==> src/hdl/lfs_pkg.sv <==
`default_nettype none

package lfs_pkg;

	localparam int FRAME_LEN = 47;
	localparam int BUF_DEPTH = 64;

	localparam int ADDR_W = $clog2(BUF_DEPTH);
	localparam int FILL_W = $clog2(FRAME_LEN + 1);
	localparam int CNT_W  = ADDR_W + 1;

	localparam logic [7:0] CRC_POLY      = 8'h4d;
	localparam logic [7:0] SYNC_ALT_MASK = 8'(8'h07 << 5);
	localparam logic [7:0] BYTE_MASK     = 8'hff;

	localparam logic KIND_FRAME = 1'b0;
	localparam logic KIND_ERROR = 1'b1;

	typedef enum logic [1:0] {
		IDX_HOLD,
		IDX_ZERO,
		IDX_INC,
		IDX_CRC_LAST
	} idx_op_t;

	typedef enum logic [1:0] {
		DROP_SCAN,
		DROP_TWO,
		DROP_FRAME
	} drop_sel_t;

	typedef struct packed {
		logic      wr;
		logic      rd;
		idx_op_t   idx_op;
		logic      prev_ld;
		logic      latch_p;
		logic      crc_clr;
		logic      crc_upd;
		logic      out_load;
		logic      out_kind;
		logic      drop;
		drop_sel_t drop_sel;
	} lfs_cmd_t;

	typedef struct packed {
		logic fill_ge_last;
		logic fill_lt2;
		logic fill_lt_frame;
		logic pair_hit;
		logic more_pairs;
		logic drop_zero;
		logic crc_more;
		logic crc_ok;
		logic idx_last;
		logic out_free;
	} lfs_sts_t;

	function automatic logic [ADDR_W-1:0] wrap_add(input logic [ADDR_W-1:0] a,
		input logic [ADDR_W-1:0] b);
		logic [ADDR_W:0] s;
		s = {1'b0, a} + {1'b0, b};
		if (s >= (ADDR_W+1)'(BUF_DEPTH)) begin
			s = s - (ADDR_W+1)'(BUF_DEPTH);
		end
		return s[ADDR_W-1:0];
	endfunction

	// MSB first, no reflection, no final xor
	function automatic logic [7:0] crc8_update(input logic [7:0] crc, input logic [7:0] b);
		logic [7:0] c;
		c = crc ^ b;
		for (int i = 0; i < 8; i++) begin
			if (c[7]) begin
				c = ({c[6:0], 1'b0} ^ CRC_POLY) & BYTE_MASK;
			end else begin
				c = {c[6:0], 1'b0};
			end
		end
		return c;
	endfunction

endpackage

`default_nettype wire

==> src/hdl/lfs_ram.sv <==
`default_nettype none

module lfs_ram #(
	parameter int WIDTH = 8,
	parameter int DEPTH = 64
) (
	input  wire logic                     clk,
	input  wire logic                     we,
	input  wire logic [$clog2(DEPTH)-1:0] waddr,
	input  wire logic [WIDTH-1:0]         wdata,
	input  wire logic                     re,
	input  wire logic [$clog2(DEPTH)-1:0] raddr,
	output logic      [WIDTH-1:0]         rdata
);

	logic [WIDTH-1:0] mem_q [DEPTH];

	always_ff @(posedge clk) begin
		if (we) begin
			mem_q[waddr] <= wdata;
		end
		if (re) begin
			rdata <= mem_q[raddr];
		end
	end

endmodule

`default_nettype wire

==> src/hdl/lfs_ctrl.sv <==
`default_nettype none

module lfs_ctrl import lfs_pkg::*; (
	input  wire logic     clk,
	input  wire logic     arst_n,
	input  wire logic     in_valid,
	output logic          in_stall,
	input  wire lfs_sts_t sts,
	output lfs_cmd_t      cmd
);

	typedef enum logic [3:0] {
		ST_IDLE,
		ST_LOOP,
		ST_SC_FIRST,
		ST_SC_CMP,
		ST_SC_DONE,
		ST_ERR_SYNC,
		ST_POST,
		ST_CRC_RUN,
		ST_CRC_CHK,
		ST_ERR_CRC,
		ST_EMIT
	} state_t;

	state_t state_q, state_d;

	assign in_stall = (state_q != ST_IDLE);

	always_comb begin
		state_d      = state_q;
		cmd          = '0;
		cmd.idx_op   = IDX_HOLD;
		cmd.drop_sel = DROP_SCAN;
		cmd.out_kind = KIND_FRAME;
		case (state_q)
			ST_IDLE: begin
				if (in_valid) begin
					cmd.wr = 1'b1;
					if (sts.fill_ge_last) begin
						state_d = ST_LOOP;
					end
				end
			end
			ST_LOOP: begin
				if (sts.fill_lt2) begin
					state_d = ST_IDLE;
				end else begin
					cmd.idx_op = IDX_ZERO;
					cmd.rd     = 1'b1;
					state_d    = ST_SC_FIRST;
				end
			end
			ST_SC_FIRST: begin
				cmd.prev_ld = 1'b1;
				cmd.idx_op  = IDX_INC;
				cmd.rd      = 1'b1;
				state_d     = ST_SC_CMP;
			end
			ST_SC_CMP: begin
				if (sts.pair_hit || !sts.more_pairs) begin
					cmd.latch_p = 1'b1;
					state_d     = ST_SC_DONE;
				end else begin
					cmd.prev_ld = 1'b1;
					cmd.idx_op  = IDX_INC;
					cmd.rd      = 1'b1;
				end
			end
			ST_SC_DONE: begin
				state_d = sts.drop_zero ? ST_POST : ST_ERR_SYNC;
			end
			ST_ERR_SYNC: begin
				if (sts.out_free) begin
					cmd.out_load = 1'b1;
					cmd.out_kind = KIND_ERROR;
					cmd.drop     = 1'b1;
					cmd.drop_sel = DROP_SCAN;
					state_d      = ST_POST;
				end
			end
			ST_POST: begin
				if (sts.fill_lt_frame) begin
					state_d = ST_IDLE;
				end else begin
					cmd.crc_clr = 1'b1;
					cmd.idx_op  = IDX_ZERO;
					cmd.rd      = 1'b1;
					state_d     = ST_CRC_RUN;
				end
			end
			ST_CRC_RUN: begin
				cmd.crc_upd = 1'b1;
				cmd.rd      = 1'b1;
				if (sts.crc_more) begin
					cmd.idx_op = IDX_INC;
				end else begin
					cmd.idx_op = IDX_CRC_LAST;
					state_d    = ST_CRC_CHK;
				end
			end
			ST_CRC_CHK: begin
				if (sts.crc_ok) begin
					cmd.idx_op = IDX_ZERO;
					cmd.rd     = 1'b1;
					state_d    = ST_EMIT;
				end else begin
					state_d = ST_ERR_CRC;
				end
			end
			ST_ERR_CRC: begin
				if (sts.out_free) begin
					cmd.out_load = 1'b1;
					cmd.out_kind = KIND_ERROR;
					cmd.drop     = 1'b1;
					cmd.drop_sel = DROP_TWO;
					state_d      = ST_LOOP;
				end
			end
			ST_EMIT: begin
				if (sts.out_free) begin
					cmd.out_load = 1'b1;
					cmd.out_kind = KIND_FRAME;
					if (sts.idx_last) begin
						cmd.drop     = 1'b1;
						cmd.drop_sel = DROP_FRAME;
						state_d      = ST_LOOP;
					end else begin
						cmd.idx_op = IDX_INC;
						cmd.rd     = 1'b1;
					end
				end
			end
			default: begin
				state_d = ST_IDLE;
			end
		endcase
	end

	always_ff @(posedge clk or negedge arst_n) begin
		if (!arst_n) begin
			state_q <= ST_IDLE;
		end else begin
			state_q <= state_d;
		end
	end

endmodule

`default_nettype wire

==> src/hdl/lfs_dp.sv <==
`default_nettype none

module lfs_dp import lfs_pkg::*; (
	input  wire logic        clk,
	input  wire logic        arst_n,
	input  wire lfs_cmd_t    cmd,
	output lfs_sts_t         sts,
	input  wire logic [7:0]  rx_byte,
	input  wire logic [7:0]  header_byte,
	input  wire logic [7:0]  ver_len_byte,
	input  wire logic        out_stall,
	output logic             out_valid,
	output logic             kind,
	output logic [7:0]       frame_byte,
	output logic             frame_last,
	output logic [31:0]      error_count
);

	logic [ADDR_W-1:0] head_q;
	logic [FILL_W-1:0] fill_q;
	logic [ADDR_W-1:0] idx_q, idx_d;
	logic [7:0]        prev_q;
	logic [FILL_W-1:0] drop_q;
	logic [7:0]        crc_q;
	logic [31:0]       err_q;
	logic              out_valid_q;
	logic [FILL_W-1:0] drop_amt;
	logic [7:0]        rdata;
	logic [7:0]        alt_byte;

	lfs_ram #(
		.WIDTH(8),
		.DEPTH(BUF_DEPTH)
	) u_store (
		.clk  (clk),
		.we   (cmd.wr),
		.waddr(wrap_add(head_q, ADDR_W'(fill_q))),
		.wdata(rx_byte),
		.re   (cmd.rd),
		.raddr(wrap_add(head_q, idx_d)),
		.rdata(rdata)
	);

	assign alt_byte = ver_len_byte | SYNC_ALT_MASK;

	always_comb begin
		case (cmd.idx_op)
			IDX_ZERO:     idx_d = '0;
			IDX_INC:      idx_d = idx_q + 1'b1;
			IDX_CRC_LAST: idx_d = ADDR_W'(FRAME_LEN - 1);
			default:      idx_d = idx_q;
		endcase
	end

	always_comb begin
		case (cmd.drop_sel)
			DROP_TWO:   drop_amt = FILL_W'(2);
			DROP_FRAME: drop_amt = FILL_W'(FRAME_LEN);
			default:    drop_amt = drop_q;
		endcase
	end

	always_comb begin
		sts.fill_ge_last  = fill_q >= FILL_W'(FRAME_LEN - 1);
		sts.fill_lt2      = fill_q < FILL_W'(2);
		sts.fill_lt_frame = fill_q < FILL_W'(FRAME_LEN);
		sts.pair_hit      = (prev_q == header_byte) &&
			((rdata == ver_len_byte) || (rdata == alt_byte));
		sts.more_pairs    = (CNT_W'(idx_q) + CNT_W'(1)) < CNT_W'(fill_q);
		sts.drop_zero     = drop_q == '0;
		sts.crc_more      = idx_q < ADDR_W'(FRAME_LEN - 2);
		sts.crc_ok        = crc_q == rdata;
		sts.idx_last      = idx_q == ADDR_W'(FRAME_LEN - 1);
		sts.out_free      = !out_valid_q || !out_stall;
	end

	always_ff @(posedge clk or negedge arst_n) begin
		if (!arst_n) begin
			head_q      <= '0;
			fill_q      <= '0;
			idx_q       <= '0;
			err_q       <= '0;
			out_valid_q <= 1'b0;
		end else begin
			idx_q <= idx_d;
			if (cmd.wr) begin
				fill_q <= fill_q + 1'b1;
			end else if (cmd.drop) begin
				fill_q <= fill_q - drop_amt;
				head_q <= wrap_add(head_q, ADDR_W'(drop_amt));
			end
			if (cmd.out_load && cmd.out_kind == KIND_ERROR) begin
				err_q <= err_q + 1'b1;
			end
			if (cmd.out_load) begin
				out_valid_q <= 1'b1;
			end else if (!out_stall) begin
				out_valid_q <= 1'b0;
			end
		end
	end

	always_ff @(posedge clk) begin
		if (cmd.prev_ld) begin
			prev_q <= rdata;
		end
		if (cmd.latch_p) begin
			drop_q <= sts.pair_hit ? FILL_W'(idx_q - 1'b1) : FILL_W'(idx_q);
		end
		if (cmd.crc_clr) begin
			crc_q <= '0;
		end else if (cmd.crc_upd) begin
			crc_q <= crc8_update(crc_q, rdata);
		end
		if (cmd.out_load) begin
			kind <= cmd.out_kind;
			if (cmd.out_kind == KIND_ERROR) begin
				frame_byte  <= '0;
				frame_last  <= 1'b0;
				error_count <= err_q + 1'b1;
			end else begin
				frame_byte  <= rdata;
				frame_last  <= sts.idx_last;
				error_count <= err_q;
			end
		end
	end

	assign out_valid = out_valid_q;

`ifndef SYNTH
	a_load_free: assert property (@(posedge clk) disable iff (!arst_n)
		cmd.out_load |-> (!out_valid_q || !out_stall))
		else $error("result loaded over a held item");

	a_drop_fits: assert property (@(posedge clk) disable iff (!arst_n)
		cmd.drop |-> (drop_amt <= fill_q))
		else $error("drop exceeds stored bytes");

	a_fill_inc: assert property (@(posedge clk) disable iff (!arst_n)
		cmd.wr |=> (fill_q == $past(fill_q) + 1'b1))
		else $error("fill not advanced on write");

	a_err_count: assert property (@(posedge clk) disable iff (!arst_n)
		(cmd.out_load && cmd.out_kind == KIND_ERROR) |=> (error_count == err_q))
		else $error("error item count mismatch");

	a_fill_bound: assert property (@(posedge clk) disable iff (!arst_n)
		cmd.wr |-> (fill_q < FILL_W'(FRAME_LEN)))
		else $error("write into a complete frame store");
`endif

endmodule

`default_nettype wire

==> src/hdl/lidar_frame_sync_crc8_core.sv <==
// Frame synchronizer for a serial byte stream with a two-byte header and a
// CRC-8 (poly 0x4d) trailer.
// Input channel: rx_byte with in_valid/in_stall, one item per byte.
// Output channel: kind, frame_byte, frame_last, error_count with
// out_valid/out_stall. Each item is a frame byte (kind 0, frame_last on the
// trailer) or a sync/CRC error event (kind 1).
// A byte that does not complete a frame is taken without raising in_stall. The byte that
// completes one starts a pass over the frame store, which has one read
// port: the header scan reads one byte a cycle, the CRC reads one a cycle
// and a good frame is sent at one byte a cycle while out_stall is low; a
// bad CRC drops two bytes and the scan runs again.
// Such a byte keeps in_stall high until the pass ends, also while a result
// waits on out_stall; more than one CRC check can run per byte.
// When the receiver stalls, the result register holds its item and the
// pass waits; nothing is lost.
// Reset clears the store pointers and the error count; header_byte and
// ver_len_byte go to 0x54 and 0x2c. APB registers: 0x0 header_byte,
// 0x4 ver_len_byte; write them only while idle.
`default_nettype none

module lidar_frame_sync_crc8_core import lfs_pkg::*; (
	input  wire logic        clk,
	input  wire logic        arst_n,
	input  wire logic        psel,
	input  wire logic        penable,
	input  wire logic        pwrite,
	input  wire logic [2:0]  paddr,
	input  wire logic [31:0] pwdata,
	output logic      [31:0] prdata,
	output logic             pready,
	input  wire logic        in_valid,
	output logic             in_stall,
	input  wire logic [7:0]  rx_byte,
	output logic             out_valid,
	input  wire logic        out_stall,
	output logic             kind,
	output logic [7:0]       frame_byte,
	output logic             frame_last,
	output logic [31:0]      error_count
);

	localparam logic REG_HEADER = 1'b0;
	localparam logic REG_VERLEN = 1'b1;

	logic [7:0] header_q;
	logic [7:0] ver_len_q;
	lfs_cmd_t   cmd;
	lfs_sts_t   sts;

	assign pready = 1'b1;

	always_ff @(posedge clk or negedge arst_n) begin
		if (!arst_n) begin
			header_q  <= 8'd84;
			ver_len_q <= 8'd44;
		end else if (psel && penable && pwrite) begin
			case (paddr[2])
				REG_HEADER: header_q  <= pwdata[7:0];
				REG_VERLEN: ver_len_q <= pwdata[7:0];
				default:    header_q  <= header_q;
			endcase
		end
	end

	always_comb begin
		case (paddr[2])
			REG_HEADER: prdata = {24'd0, header_q};
			REG_VERLEN: prdata = {24'd0, ver_len_q};
			default:    prdata = '0;
		endcase
	end

	lfs_ctrl u_ctrl (
		.clk     (clk),
		.arst_n  (arst_n),
		.in_valid(in_valid),
		.in_stall(in_stall),
		.sts     (sts),
		.cmd     (cmd)
	);

	lfs_dp u_dp (
		.clk         (clk),
		.arst_n      (arst_n),
		.cmd         (cmd),
		.sts         (sts),
		.rx_byte     (rx_byte),
		.header_byte (header_q),
		.ver_len_byte(ver_len_q),
		.out_stall   (out_stall),
		.out_valid   (out_valid),
		.kind        (kind),
		.frame_byte  (frame_byte),
		.frame_last  (frame_last),
		.error_count (error_count)
	);

endmodule

`default_nettype wire

==> config.mk <==
export PLATFORM = sky130hd
export DESIGN_NAME = lidar_frame_sync_crc8_core
export DESIGN_NICKNAME = d
export VERILOG_FILES = /design/src/hdl/lfs_pkg.sv /design/src/hdl/lfs_ram.sv /design/src/hdl/lfs_ctrl.sv /design/src/hdl/lfs_dp.sv /design/src/hdl/lidar_frame_sync_crc8_core.sv
export SDC_FILE = /design/constraint.sdc
export NUM_CORES = 1
export LEC_CHECK = 0
export BUFFER_PORTS_ARGS = -buffer_cell sky130_fd_sc_hd__buf_2
export CORE_MARGIN = 5
export CORE_UTILIZATION = 61
export DETAILED_ROUTE_END_ITERATION = 10
export GPL_TIMING_DRIVEN = 0
export PLACE_DENSITY_LB_ADDON = 0.15
export SLEW_MARGIN = 0
export SYNTH_ARGS = -nofsm -noshare
export SYNTH_HDL_FRONTEND = slang
export SYNTH_SLANG_ARGS = --single-unit
export TNS_END_PERCENT = 50
==> constraint.sdc <==
create_clock -name clk -period 7.9 [get_ports clk]
set_input_delay 0.395 -clock clk [delete_from_list [all_inputs] [get_ports clk]]
set_output_delay 0.395 -clock clk [all_outputs]
set_load 0.02 [all_outputs]
# ---- After elaboration in Yosys (flattened, before gate mapping)
# Memories as Yosys holds them, arrays and structs flattened. A register that Yosys moved wholly into a read port is not among the register bits.
# Cells that the tools add are included.
dict set report word_totals {
  ff_bits 135
  mem_count 1
  ram_bits 512
  input_bits 50
}
dict set report op_classes {
  addsub 12
  n_reduce_logical 18
  bitwise 11
  muxes 70
  n_lt_le_gt_ge 8
  eq_ne 29
}
# memory depth word_bits rd rd_ports_with_merged_regs write_ports line
set memory_table {}
lappend memory_table {u_dp.u_store.mem_q 64 8 1 1 1 lfs_ram.sv:16} ;# logic [WIDTH-1:0] mem_q [DEPTH];
# cell n
set ops {}
lappend ops {{$mux W8} 14}
lappend ops {{$pmux W32 S2} 1}
lappend ops {{$mux W7} 8}
lappend ops {{$pmux W4 S11} 1}
lappend ops {{$mux W4} 9}
lappend ops {{$mux W6} 6}
lappend ops {{$add A32 B1 Y32 const B} 1}
lappend ops {{$eq A8 B8 Y1} 4}
lappend ops {{$mux W32} 1}
lappend ops {{$not A4 Y4} 8}
lappend ops {{$sub A6 B1 Y6 const B} 4}
lappend ops {{$add A6 B6 Y7} 3}
lappend ops {{$ge A7 B7 Y1 const B} 3}
lappend ops {{$mux W3} 7}
lappend ops {{$pmux W3 S7} 1}
lappend ops {{$pmux W6 S3} 1}
lappend ops {{$eq A4 B3 Y1 const B} 4}
lappend ops {{$mux W5} 3}
lappend ops {{$pmux W5 S3} 1}
lappend ops {{$ne A2 B2 Y1 const B} 7}
lappend ops {{$add A6 B1 Y6 const B} 2}
lappend ops {{$eq A4 B4 Y1 const B} 3}
lappend ops {{$lt A6 B6 Y1 const B} 2}
lappend ops {{$mux W1} 12}
lappend ops {{25 further kinds} 42}

# ---- Logic depth before layout (Yosys ltp)
# Gate-level depths: netlist of the first run.
dict set report logic_depth {
  depth_word 31
  mapped_depth 24
  depth_no_buf 22
}

# ---- Hierarchy
# Synthesis of the first run repeated with hierarchy kept, for this count alone.
dict set report hier_totals {
  cells_unflattened 1681
  hier_area_um2 28118.2
}
# module area_each_um2 cells_per_inst instances
set modules_own_cells {}
lappend modules_own_cells {lfs_ram 20246.9 940 1}
lappend modules_own_cells {lfs_dp 6424.9 600 1}
lappend modules_own_cells {lidar_frame_sync_crc8_core 929.6 70 1}
lappend modules_own_cells {lfs_ctrl 516.7 71 1}

# ---- Least setup slack after synthesis of the first run
# OpenSTA, ideal clock, no wires.
dict set report synth_path {
  kind {flip-flop to flip-flop}
  from {reg u_dp.idx_q[3]}
  to {reg u_dp.u_store.rdata[1] (read register of u_dp.u_store.mem_q), data pin}
  setup_slack_ns 2.427
  synth_period_minus_slack_ns 5.473
  path_stages_with_launch 19
  t_required_ns 7.612
  t_arrival_ns 5.185
  path_buffers 2
  path_cell_list {dfrtp_1 clkbuf_1 and2_1 nand4_1 xnor2_1 ha_1 a21oi_1 o211ai_1 o21bai_1 a21oi_4 and3_1 inv_2 o22ai_1 fa_1 xnor2_1 dlygate4sd3_1 mux4_2 mux2i_1 mux2i_1}
}
# element line
set synth_rtl {}
lappend synth_rtl {{start, declared} lfs_dp.sv:21} ;# logic [ADDR_W-1:0] idx_q, idx_d;
lappend synth_rtl {{start signal, assigned} lfs_dp.sv:85} ;# idx_q <= idx_d;
lappend synth_rtl {{end, declared} lfs_ram.sv:13} ;# output logic [WIDTH-1:0] rdata

==> results of run 1 <==
[worst register-to-register path, delay by kind of cell (launching register included)]
kind,cells,cell delay [ns]
AO/OA/AOI/OAI,5,1.05
XOR/XNOR,2,1.16
adder cells (fa/ha/maj),2,0.80
buffers and inverters,3,1.68
flip-flops,1,0.32
multiplexers,3,1.08
AND/OR/NAND/NOR,3,0.62
[state kept, by name, indices dropped and copies added (netlist names)]
signal	count
header_q	8
u_ctrl.state_q	4
u_dp.crc_q	8
u_dp.drop_q	6
u_dp.err_q	32
u_dp.error_count	32
u_dp.fill_q	6
u_dp.frame_byte	8
u_dp.frame_last	1
u_dp.head_q	6
u_dp.idx_q	6
u_dp.kind	1
u_dp.out_valid	1
u_dp.prev_q	8
u_dp.u_store.mem_q	512
u_dp.u_store.rdata	8
ver_len_q	8
[routing by layer]
metal / routed length, µm / part of all wire / GRT usage / vias to the layer above
li1: - / - / - / 6256
met1: 22730 / 0.40 / 0.3295 / 7123
met2: 28500 / 0.50 / 0.3824 / 562
met3: 4429 / 0.077 / 0.04717 / 98
met4: 1773 / 0.031 / 0.07292 / 0
met5: 0 / 0 / 0 / -
[cells in the mapped netlist (11+ instances only)]
| cell type | instances |
|---|---|
| nor2_1 | 114 |
| nand4_1 | 19 |
| a21oi_1 | 29 |
| edfxtp_1 | 576 |
| nand3_1 | 21 |
| mux2_2 | 28 |
| mux2i_1 | 24 |
| nand2_1 | 48 |
| o21ai_0 | 14 |
| xor2_1 | 25 |
| clkbuf_1 | 44 |
| a211oi_1 | 11 |
| buf_4 | 25 |
| mux4_2 | 160 |
| dfrtp_1 | 65 |
| xnor2_1 | 111 |
| inv_1 | 22 |
| ha_1 | 31 |
[cells by family (layout without fill, tap and decap cells)]
logic type | Yosys count | after routing | synth area share
compound gates | 94 | 94 | 0.02429
xor+xnor | 136 | 136 | 0.04314
fa+ha+maj | 35 | 35 | 0.01695
buf+inv | 105 | 302 | 0.01962
flops | 655 | 655 | 0.6969
mux | 212 | 212 | 0.1506
other cells | 2 | 25 | 0.0002720
simple gates | 273 | 273 | 0.04817
[final timing paths]
kind	from	end	slack, ns	cells past startpoint
max in group asynchronous	arst_n	header_q[4]	7.05	3
worst max-delay path	u_dp.idx_q[2]	u_dp.u_store.rdata[4]	0.88	18
worst min register to register	u_dp.err_q[31]	u_dp.err_q[31]	0.50	1
min in group asynchronous	arst_n	u_dp.head_q[0]	0.24	2
worst min-delay path	pwdata[2]	header_q[2]	0.06	2
worst max register to register	u_dp.idx_q[2]	u_dp.u_store.rdata[4]	0.88	18
[through the flow]
step / instances / hold slack, ns / area, µm² / setup WS [ns]
2_1_floorplan: 1535 / 0.09941 / 27700 / 2.427
3_3_place_gp: 2209 / 0.4797 / 28820 / 0.9703
3_5_place_dp: 2211 / 0.3117 / 28870 / 0.8762
4_1_cts: 2332 / 0.02335 / 30890 / 0.8556
5_1_grt: 2332 / 0.03742 / 30890 / 0.4015
6_report: 2332 / 0.05828 / 30890 / 0.8846
[area by class of cell]
| type | instances | area, µm² |
|---|---|---|
| flip-flops and latches | 655 | 19240 |
| fillers | 2920 | 14200 |
| multi-input cells | 775 | 7915 |
| clock buffers | 87 | 1793 |
| well taps | 600 | 750.7 |
| plain buffers | 80 | 434.2 |
| repair buffers | 77 | 430.4 |
| clock inverters | 33 | 219.0 |
| inverters | 25 | 107.6 |
[repair_timing]
action,in CTS,in global routing
resized for setup,0,0
setup buffers,0,0
hold endpoints to repair,18,0
hold buffers,1,0
==> results.toml, run 1 <==
[run_status]
outcome = "finished, final reports clean"

[sta]
max_freq_ghz = 0.1425
worst_pin_slew_ns = 1.272
finalCriticalPeriod_ns = 7.015
finalHoldViolations = 0
setup_viol = 0
setup-tns-final_ns = 0
finClkSkew_ns = 0.01884
period_share = 0.8880
slew_violations = 0
max-slew-margin-rel = 0.1521
rsz0062_at_grt = "false"

[drt]
drc_errors = 0
drtPass1Iterations = 5
wl_per_cell_um = 24.63
route.antenna.remaining_nets = 0
postRouteWirelength_mm = 57.43
drtIter0Drc = 1388
via_per_inst = 6.020
vias = 14040

[setup_path]
cp-start-kind = "flop"
critPathKind = "reg -> reg"
crit_family = "buffers and inverters"
critical_path_arrival_ns = 7.29
crit_buf_inv = 3
crit_fanout = 10
end_kind = "flop"
max_stage_delay_ns = 1.20
required_ns = 8.17
path_cells = "clkbuf_1, and2_1, nand4_1, xnor2_1, ha_1, a21oi_1, o211ai_1, o21bai_1, a21oi_4, and3_1, inv_2, o22ai_1, fa_1, xnor2_1, dlygate4sd3_1, mux4_2, mux2i_1, mux2i_1"
slowest_stage = "dlygate4sd3_1"

[clock_network]
clk_path_buf_depth = 3
cts_tree = "yes"
insertion_delay_ns = 0.60
clock_tree.root_cell = "clkbuf_16"
h-tree-depth = 3
cts.sinks = 655
cts-buffers-inserted = 66
clk_pin_slew_ns = 0.06

[yosys]
yosysWarnings = 0
ys_types = 69
synthArstFlopShare = 0.1084
synth_top_flop_cell = "edfxtp_1"
synthTopCellsByArea = "edfxtp_1 (63%), mux4_2 (13%), dfrtp_1 (5.9%), xnor2_1 (3.5%), nor2_1 (1.5%)"
netlist_instances = 1512
netlist.area_leader.share = 0.6265
yosysTopAreaCell = "edfxtp_1"
synthesis.area_um2 = 27610
ys_seq_area_frac = 0.6969
syn_avg_cell_area_um2 = 18.26
synth_edf_count = 576
ys_ff_latch = 655

[placed_design]
hpwl_mm = 37.40
gp_congestion = 0.8392
io_buffers = 74

[grt]
grt_pass1_wl_mm = 87.96
grt_max_degree = 65
antenna_found_initial = 0
grt_pass1_vias = 14340
grt_usage = 0.2354
grt_overflow = 0

[floorplan]
fp.dieH_um = 222.7
initial_utilization = 0.6123
fp.dieW_um = 222.7
io_pins = 127
core_um2 = 45090
dieArea_um2 = 49620
rows = 78

[final_layout]
diodes = 0
most-common-layout-cells = "edfxtp_1 (576), mux4_2 (160), nor2_1 (114)"
fin_nets = 1765
syn_to_final_growth_pct = 11.89
drive_gt1_frac = 0.2361
fin_util = 0.6851
final_common_cell = "edfxtp_1"

[worst_hold_path]
hold_path.class = "in -> reg"

[run]
drv_cap = 0
Power of run 1 is not shown: default switching activity piles up to over one toggle a cycle in this logic, so the estimate is an artifact.
==> run 2: changes to the inputs <==
CORE_ASPECT_RATIO = 0.5   (was not set)
==> results.toml, run 2 (synthesis results as in run 1) <==
[run_status]
outcome = "finished, final reports clean"

[worst_hold_path]
whs_endpoint = "ver_len_q[5]"
hold-path-cell-count = 2
hold_start = "pwdata[5]"
hold_path.class = "in -> reg"

[grt]
antenna_found_initial = 0
grt_max_degree = 72
grt_usage = 0.2409
grt_pass1_vias = 14690
grt_pass1_wl_mm = 90.95
grt_overflow = 0

[drt]
route.antenna.remaining_nets = 0
wl_met1_mm = 23.41
wl_per_cell_um = 25.79
drc_errors = 0
drtIter0Drc = 1593
highest_layer = "met4"
via_per_inst = 6.165
vias = 14250
drtPass1Iterations = 5
routed-wl-met2_mm = 28.89
postRouteWirelength_mm = 59.62
wl_met3_mm = 6.037

[final_layout]
largest_reg_flops = 512
diodes = 0
final_common_cell = "edfxtp_1"
drive_gt1_frac = 0.2334
max_flop_register = "u_dp.u_store.mem_q"
syn_to_final_growth_pct = 11.51
instances_no_fill = 2312
most-common-layout-cells = "edfxtp_1 (576), mux4_2 (160), nor2_1 (114)"
fin_nets = 1753
top_regs = "u_dp.u_store.mem_q x512, u_dp.err_q x32, u_dp.error_count x32"

[setup_path]
critPathKind = "reg -> reg"
required_ns = 8.15
end_kind = "flop"
critical_path_arrival_ns = 7.50
cp-start-kind = "flop"
reg2reg_slack_ns = 0.66
crit_fanout = 10
r2r_start = "u_dp.idx_q[3]"
r2r-end = "u_dp.u_store.rdata[4]"
reg2regPathDepth = 18

[floorplan]
rows = 55
fp.dieH_um = 160.4
io_pins = 127
core_um2 = 44940
initial_utilization = 0.6144
fp.dieW_um = 310.9
dieArea_um2 = 49870

[sta]
hold_slack_ns = 0.04439
finalCriticalPeriod_ns = 7.244
setup-tns-final_ns = 0
max_freq_ghz = 0.1380
period_share = 0.9170
setup_viol = 0
worst_pin_slew_ns = 1.308
finalHoldViolations = 0
slew_violations = 0
finClkSkew_ns = 0.03924
max-slew-margin-rel = 0.1282
rsz0062_at_grt = "false"

[clock_network]
cts_setup_buffers = 0
cts_tree = "yes"
clk_path_buf_depth = 3
cts.sinks = 655
h-tree-depth = 2
clk_pin_slew_ns = 0.07
cts-buffers-inserted = 55
clock_tree.root_cell = "clkbuf_16"
postCtsHoldBufs = 1
insertion_delay_ns = 0.61
cts_resized = 0

[placed_design]
gp_congestion = 0.8601
hpwl_mm = 39.15
dp_cells = 2207
io_buffers = 74

[run]
drv_cap = 0
## run 2: routing by layer
metal | GRT usage | up-vias
li1 | - | 6223
met5 | 0 | -
met4 | 0.05371 | 0
met2 | 0.3942 | 664
met3 | 0.07324 | 97
met1 | 0.3277 | 7269
## run 2: worst max-delay path by stage
stage / start / endpoint / depth (start not counted)
after floorplan: u_dp.idx_q[3] / u_dp.u_store.rdata[1] / 18
after global placement: u_dp.idx_q[3] / u_dp.u_store.rdata[4] / 18
after detailed placement: u_dp.idx_q[2] / u_dp.u_store.rdata[4] / 18
after CTS: u_dp.idx_q[2] / u_dp.u_store.rdata[4] / 18
after global routing: u_dp.idx_q[2] / u_dp.u_store.rdata[4] / 18
final: u_dp.idx_q[3] / u_dp.u_store.rdata[4] / 18
## run 2: final cells by class
type	count	area (µm²)
plain buffers	80	434.2
clock buffers	63	1428
clock inverters	40	509.2
fillers	2815	14150
inverters	25	107.6
multi-input cells	775	7915
flip-flops and latches	655	19240
well taps	598	748.2
repair buffers	76	402.9
## run 2: critical path, stage by stage (launching register included)
cell and delay [ns]:
dfrtp_1 0.33, clkbuf_1 0.28, and2_1 0.25, nand4_1 0.16, xnor2_1 0.44, ha_1 0.34
a21oi_1 0.15, o211ai_1 0.21, o21bai_1 0.36, a21oi_4 0.17, and3_1 0.23, inv_2 0.18
o22ai_1 0.20, fa_1 0.48, xnor2_1 0.68, dlygate4sd3_1 1.21, mux4_2 0.65, mux2i_1 0.33
mux2i_1 0.25
## run 2: stage by stage
| step | utilization | setup slack, ns | cell area [µm²] |
|---|---|---|---|
| 6_report | 0.6851 | 0.6560 | 30790 |
| 5_1_grt | 0.6851 | 0.2408 | 30790 |
| 4_1_cts | 0.6846 | 0.7280 | 30770 |
| 3_5_place_dp | 0.6413 | 0.7495 | 28820 |
| 3_3_place_gp | 0.6412 | 0.8920 | 28810 |
| 2_1_floorplan | - | 2.427 | 27700 |
Power of run 2 is left out for the same reason.
